--- src/rtl/gasp_pkg.sv ---
package gasp_pkg;

  // Grid geometry
  localparam int X_BITS   = 6;
  localparam int Y_BITS   = 6;
  localparam int IDX_BITS = X_BITS + Y_BITS;
  localparam int DEPTH    = 1 << IDX_BITS;
  localparam int LEN_BITS = IDX_BITS + 1;
  localparam int DIM_BITS = 7;
  localparam int CREG_BITS = 12;
  localparam int STEP_BITS = CREG_BITS + 1;

  localparam logic [DIM_BITS-1:0] X_MAX = DIM_BITS'(1 << X_BITS);
  localparam logic [DIM_BITS-1:0] Y_MAX = DIM_BITS'(1 << Y_BITS);

  // Heuristic root extraction
  localparam int HN_BITS   = 38;
  localparam int HR_BITS   = 19;
  localparam int HREM_BITS = HR_BITS + 3;

  // Commands
  localparam logic [1:0] CMD_LOAD   = 2'd0;
  localparam logic [1:0] CMD_SEARCH = 2'd1;
  localparam logic [1:0] CMD_READ   = 2'd2;

  // Result status codes
  localparam logic [2:0] STS_ACK     = 3'd0;
  localparam logic [2:0] STS_FOUND   = 3'd1;
  localparam logic [2:0] STS_NO_PATH = 3'd2;
  localparam logic [2:0] STS_OOB     = 3'd3;
  localparam logic [2:0] STS_CELL    = 3'd4;

  // Node status codes
  localparam logic [1:0] NODE_FREE   = 2'd0;
  localparam logic [1:0] NODE_OPEN   = 2'd1;
  localparam logic [1:0] NODE_CLOSED = 2'd2;

  // Map cell codes
  localparam logic [1:0] CELL_FREE    = 2'd0;
  localparam logic [1:0] CELL_BLOCK_A = 2'd1;
  localparam logic [1:0] CELL_BLOCK_B = 2'd2;
  localparam logic [1:0] CELL_COSTLY  = 2'd3;

  // Configuration register indexes
  localparam logic [1:0] REG_GRID_WIDTH    = 2'd0;
  localparam logic [1:0] REG_GRID_HEIGHT   = 2'd1;
  localparam logic [1:0] REG_COST_STRAIGHT = 2'd2;
  localparam logic [1:0] REG_COST_DIAGONAL = 2'd3;

  localparam logic [DIM_BITS-1:0]  RST_GRID_W = 7'd64;
  localparam logic [DIM_BITS-1:0]  RST_GRID_H = 7'd64;
  localparam logic [CREG_BITS-1:0] RST_COST_S = 12'd16;
  localparam logic [CREG_BITS-1:0] RST_COST_D = 12'd23;

  // Neighbor offsets, two-bit signed: W, E, N, S, NW, SW, SE, NE
  localparam logic [1:0] STEP_DX [0:7] =
    '{2'b11, 2'b01, 2'b00, 2'b00, 2'b11, 2'b11, 2'b01, 2'b01};
  localparam logic [1:0] STEP_DY [0:7] =
    '{2'b00, 2'b00, 2'b01, 2'b11, 2'b01, 2'b11, 2'b11, 2'b01};

  typedef struct packed {
    logic [1:0]          cmd;
    logic [X_BITS-1:0]   pos_x;
    logic [Y_BITS-1:0]   pos_y;
    logic [1:0]          cell_code;
    logic [DIM_BITS-1:0] goal_x;
    logic [DIM_BITS-1:0] goal_y;
  } req_t;

  typedef struct packed {
    logic [2:0]          status;
    logic [X_BITS-1:0]   out_x;
    logic [Y_BITS-1:0]   out_y;
    logic [LEN_BITS-1:0] path_length;
    logic                last_cell;
  } rsp_t;

  typedef struct packed {
    logic                 start;
    logic [X_BITS-1:0]    px;
    logic [Y_BITS-1:0]    py;
    logic [X_BITS-1:0]    gx;
    logic [Y_BITS-1:0]    gy;
    logic [CREG_BITS-1:0] cs;
  } heur_req_t;

  typedef enum logic [3:0] {
    ST_INIT, ST_IDLE, ST_RD_WAIT, ST_CLR, ST_H_START, ST_H_WAIT, ST_SCAN,
    ST_SCAN_LAST, ST_SELECT, ST_EXP_ADDR, ST_EXP_EVAL, ST_EXP_HEUR, ST_TRACE,
    ST_TRACE_STEP
  } top_state_e;

  typedef enum logic [2:0] {
    HS_IDLE, HS_MUL1, HS_MUL2, HS_ROOT, HS_ROUND, HS_DONE
  } heur_state_e;

endpackage

--- src/rtl/gasp_heur.sv ---
module gasp_heur import gasp_pkg::*; #(
  parameter int COST_BITS = 24
) (
  input  logic                 clk_i,
  input  logic                 rst_ni,
  input  heur_req_t            req_i,
  output logic                 done_o,
  output logic [COST_BITS-1:0] h_o
);

  localparam logic [32:0] COST_MAX = (33'd1 << COST_BITS) - 33'd1;

  heur_state_e hst_q, hst_d;

  logic [X_BITS-1:0]    dx;
  logic [Y_BITS-1:0]    dy;
  logic [2*X_BITS-1:0]  sqx;
  logic [2*X_BITS-1:0]  sqy;
  logic [12:0]          d2_in, d2_q;
  logic [CREG_BITS-1:0] mcs_q;
  logic [24:0]          m1_q;
  logic [HN_BITS-1:0]   rad_q;
  logic [HR_BITS-1:0]   root_q;
  logic [HREM_BITS-1:0] rem_q, rem_sh, trial;
  logic [4:0]           cnt_q;
  logic [HR_BITS:0]     rnd;
  logic [COST_BITS-1:0] h_q;

  assign dx    = (req_i.gx > req_i.px) ? req_i.gx - req_i.px : req_i.px - req_i.gx;
  assign dy    = (req_i.gy > req_i.py) ? req_i.gy - req_i.py : req_i.py - req_i.gy;
  assign sqx   = {{X_BITS{1'b0}}, dx} * {{X_BITS{1'b0}}, dx};
  assign sqy   = {{Y_BITS{1'b0}}, dy} * {{Y_BITS{1'b0}}, dy};
  assign d2_in = {1'b0, sqx} + {1'b0, sqy};

  // One root bit per cycle
  assign rem_sh = {rem_q[HREM_BITS-3:0], rad_q[HN_BITS-1 -: 2]};
  assign trial  = {1'b0, root_q, 2'b01};
  assign rnd    = {1'b0, root_q} + {{HR_BITS{1'b0}}, (rem_q > {3'b000, root_q})};

  always_comb begin
    hst_d = hst_q;
    case (hst_q)
      HS_IDLE:  if (req_i.start) hst_d = HS_MUL1;
      HS_MUL1:  hst_d = HS_MUL2;
      HS_MUL2:  hst_d = HS_ROOT;
      HS_ROOT:  if (cnt_q == 5'(HR_BITS - 1)) hst_d = HS_ROUND;
      HS_ROUND: hst_d = HS_DONE;
      HS_DONE:  hst_d = HS_IDLE;
      default:  hst_d = HS_IDLE;
    endcase
  end

  always_comb begin
    done_o = (hst_q == HS_DONE);
    h_o    = h_q;
  end

  always_ff @(posedge clk_i or negedge rst_ni) begin
    if (!rst_ni) begin
      hst_q <= HS_IDLE;
      cnt_q <= '0;
    end else begin
      hst_q <= hst_d;
      if (hst_q == HS_MUL2) cnt_q <= '0;
      else if (hst_q == HS_ROOT) cnt_q <= cnt_q + 5'd1;
    end
  end

  always_ff @(posedge clk_i) begin
    case (hst_q)
      HS_IDLE: begin
        if (req_i.start) begin
          d2_q  <= d2_in;
          mcs_q <= req_i.cs;
        end
      end
      HS_MUL1: m1_q <= 25'(d2_q) * 25'(mcs_q);
      HS_MUL2: begin
        rad_q  <= HN_BITS'(m1_q) * HN_BITS'(mcs_q);
        root_q <= '0;
        rem_q  <= '0;
      end
      HS_ROOT: begin
        rad_q <= {rad_q[HN_BITS-3:0], 2'b00};
        if (rem_sh >= trial) begin
          rem_q  <= rem_sh - trial;
          root_q <= {root_q[HR_BITS-2:0], 1'b1};
        end else begin
          rem_q  <= rem_sh;
          root_q <= {root_q[HR_BITS-2:0], 1'b0};
        end
      end
      HS_ROUND: begin
        if (33'(rnd) > COST_MAX) h_q <= COST_MAX[COST_BITS-1:0];
        else h_q <= COST_BITS'(rnd);
      end
      default: ;
    endcase
  end

endmodule

--- config.mk ---
export PLATFORM = sky130hd
export DESIGN_NAME = gasp_heur
export DESIGN_NICKNAME = d
export VERILOG_FILES = /design/src/rtl/gasp_pkg.sv /design/src/rtl/gasp_heur.sv
export SDC_FILE = /design/constraint.sdc
export NUM_CORES = 1
export LEC_CHECK = 0
export BUFFER_PORTS_ARGS = -buffer_cell sky130_fd_sc_hd__buf_2
export CORE_ASPECT_RATIO = 0.9
export CORE_MARGIN = 4
export CORE_UTILIZATION = 50
export DETAILED_ROUTE_END_ITERATION = 8
export PLACE_DENSITY = 0.77
export SLEW_MARGIN = 5
export SYNTH_ARGS = -nofsm -noshare
export SYNTH_HDL_FRONTEND = slang
export SYNTH_SLANG_ARGS = --single-unit
export TNS_END_PERCENT = 20
--- constraint.sdc ---
create_clock -name clk_i -period 5.5 [get_ports clk_i]
set_input_delay 0.825 -clock clk_i [delete_from_list [all_inputs] [get_ports clk_i]]
set_output_delay 0.825 -clock clk_i [all_outputs]
set_load 0.005 [all_outputs]
==> impl_metrics.ini <==
[finish]
synthToLayoutAreaGrowth_pct = 16.50
drive_gt1_share_pct = 17.23
fill_cells = 3918
antenna_cells = 0
utilization_pct = 58.88
instances_no_fill = 3520
nNetsFinal = 3511

[timing]
clock.fmax_ghz = 0.1572
finalMaxSlewViolations = 0
maxSlewHeadroom_pct = 28.43
rsz0062_at_grt = true
layout_min_cycle_time_ps = 6361
skew_ps = 9.510
setup_violations = 20
hold_viol = 0
fin_crit_sh_pct = 115.6
worst_slew_pin_slew_ps = 1074
setup_tns_ps = -6082
worst_slack_ps = -860.6

[detailed_routing]
vias = 18976
wire_per_inst_um = 16.10
first_pass_iters = 8
wirelength_mm = 56.67
viasPerCell = 5.391
drc = 0
first_iter_violations = 1185
ant_nets = 0

[critical_path]
cp-start-kind = primary input
crit_buf_inv = 9
slowest_stage = fa_1
worstPathRequired_ps = 5710
cpPeakStageDelay_ps = 570
arrival_ps = 6570
path_delay_family = adder cells
critical_path_class = primary input to register
r2r_setup_slack_ps = -170
critPathCaptureType = register
crit_path_start = req_i[18]
r2r_start = mcs_q[11]
path_common_cell = fa_1
critPathMaxFanout = 5

[place]
placed_cells = 3481
pre_cts_slack_ps = -1527
io_buffers = 59
dpl.hpwl_mm = 45.80
routabilityCongestion = 0.9040

[clock_network]
clkSinkCount = 157
root_buffer = clkbuf_16
cts.clk_slew.worst_paths_ps = 70
cts_tree = yes
cts_buffers = 17
clk_path_buf_depth = 2
ctsHtreeMaxLevel = 4
insertion_delay_ps = 460
cts_hold_buffers = 0

[floorplan]
die_y_um = 216.8
initial_utilization_pct = 50.54
die_width_um = 240
ios = 64
row_count = 76
dieArea_sq_mm = 0.05203
core_sq_mm = 0.04793

[logic_synthesis]
yosys.area_share.simple_pct = 15.54
synth_xor_area_share_pct = 3.761
async_flop_share_pct = 5.096
avgSynthCellArea_sq_um = 9.202
synth_area_leader_cell = fa_1
synth_compound_area_share_pct = 8.503
synth_top_family_by_area = adder cells
synth_fa_ha_area_share_pct = 42.14
yosysTopAreaCellShare_pct = 31.24
synth_edf_count = 149
synth_seq_cells = 157
yosysMostFrequentCell = inv_1
synth_area_sq_mm = 0.02422
synthDistinctLibCells = 82
synthTopCellsByCount = inv_1 (503), nand2_1 (386), fa_1 (378), ha_1 (211), and2_1 (152)
ys_seq_area_share_pct = 19.30
yosys-top-cells-area = fa_1 (31%), edfxtp_1 (18%), ha_1 (11%)
synth.area.mux_share_pct = 0.8317
ys_warn_count = 0
synth_ff_type = edfxtp_1
synth_cells = 2632

[global_routing]
grt_max_degree = 101
grt_pass1_vias = 20722
grt-ovfl-total = 0
antenna_found_initial = 0
grt_pass1_wl_mm = 96.21
grt_usage_pct = 22.42

[flow_run]
max_cap_violations = 0

[run_status]
status = complete, but fails checks
violations = setup timing

[hold_path]
hold_class = primary input to async pin
cell usage in the layout (no fill, tap or decap), types with 13 or more instances in the layout:
cell type	instances
buf_4	277
nor2_1	147
o21bai_1	20
edfxtp_1	149
a21oi_1	104
nand4_1	14
o21a_1	13
mux2i_1	15
nor3_1	17
fa_1	375
xnor2_1	59
a21oi_2	21
inv_1	498
nand2_1	380
nor2b_1	13
ha_1	199
nand3_1	29
buf_2	58
and2_1	149
clkbuf_16	17
xor2_1	35
a21o_1	44
o21ai_0	37
path summary, 6_finish.rpt:
| path | depth (start not counted) | endpoint |
|---|---|---|
| worst max register to register | 20 | rad_q[34] |
| max in group asynchronous | 1 | cnt_q[1] |
| worst min-delay path | 1 | cnt_q[2] |
| worst max-delay path | 30 | d2_q[10] |
| min in group clk_i | 2 | rad_q[4] |
| worst min register to register | 2 | rad_q[4] |
flip-flops by register name, indices dropped and copies added, names as in the netlist:
register  count
m1_q         25
rem_q        22
mcs_q        12
rad_q        38
cnt_q         5
hst_q         3
root_q       19
d2_q         13
h_o          20
worst register-to-register path: stages (launching register included):
cell      delay (ps)
edfxtp_1         390
buf_6            210
buf_4            210
nand2_1           80
fa_1             500
inv_1             60
fa_1             510
fa_1             540
inv_1             50
fa_1             500
fa_1             550
inv_1             40
ha_1             340
a21oi_2          190
o21bai_1          80
a21oi_1          150
o21ai_0          130
a311o_1          400
a31oi_2          220
xor2_1           150
o21ai_0           80
per-layer routing:
metal	part of all wire, %	up-vias	track usage, %
met5	0	-	0
met3	5.8	163	3.687
met4	2.8	0	7.098
li1	-	8730	-
met1	41	9409	28.24
met2	51	674	39.62
layout make-up:
class                      count  area [sq um]  area share [%]
clock buffer                  19         442.9           1.570
clock inverter                13         120.1          0.4257
inverter                     505          1909           6.766
multi-input combinational   1850         17620           62.46
sequential                   157          4674           16.57
tap                          624         780.7           2.767
timing repair buffer         352          2666           9.449
cell families (layout without fill, tap and decap cells):
group,count (synthesis),in the layout
and+or+nand+nor,817,817
buffers and inverters,628,889
adders and majority gates,589,589
AOI/OAI and AO/OA,316,316
DFF,157,157
xor gates and xnor gates,104,104
muxes,20,20
other,1,4
per-stage QoR:
stage / area, sq um / hold WS [ps]
detailed placement: 27190 / 526.3
CTS: 28030 / 173.8
floorplan: 24320 / 483.6
global route: 28220 / 181.0
finish: 28220 / 191.9
global placement: 27190 / 494.0
timing repair:
item                                    in CTS  in global routing
pin swaps                                   38                 21
setup buffers                                9                  2
gates resized for setup                     48                 39
endpoints found under the setup margin      31                 37
Power is left out: the tool's default activity adds up to more than one toggle a clock period on the data nets, which glitch-free logic cannot reach.
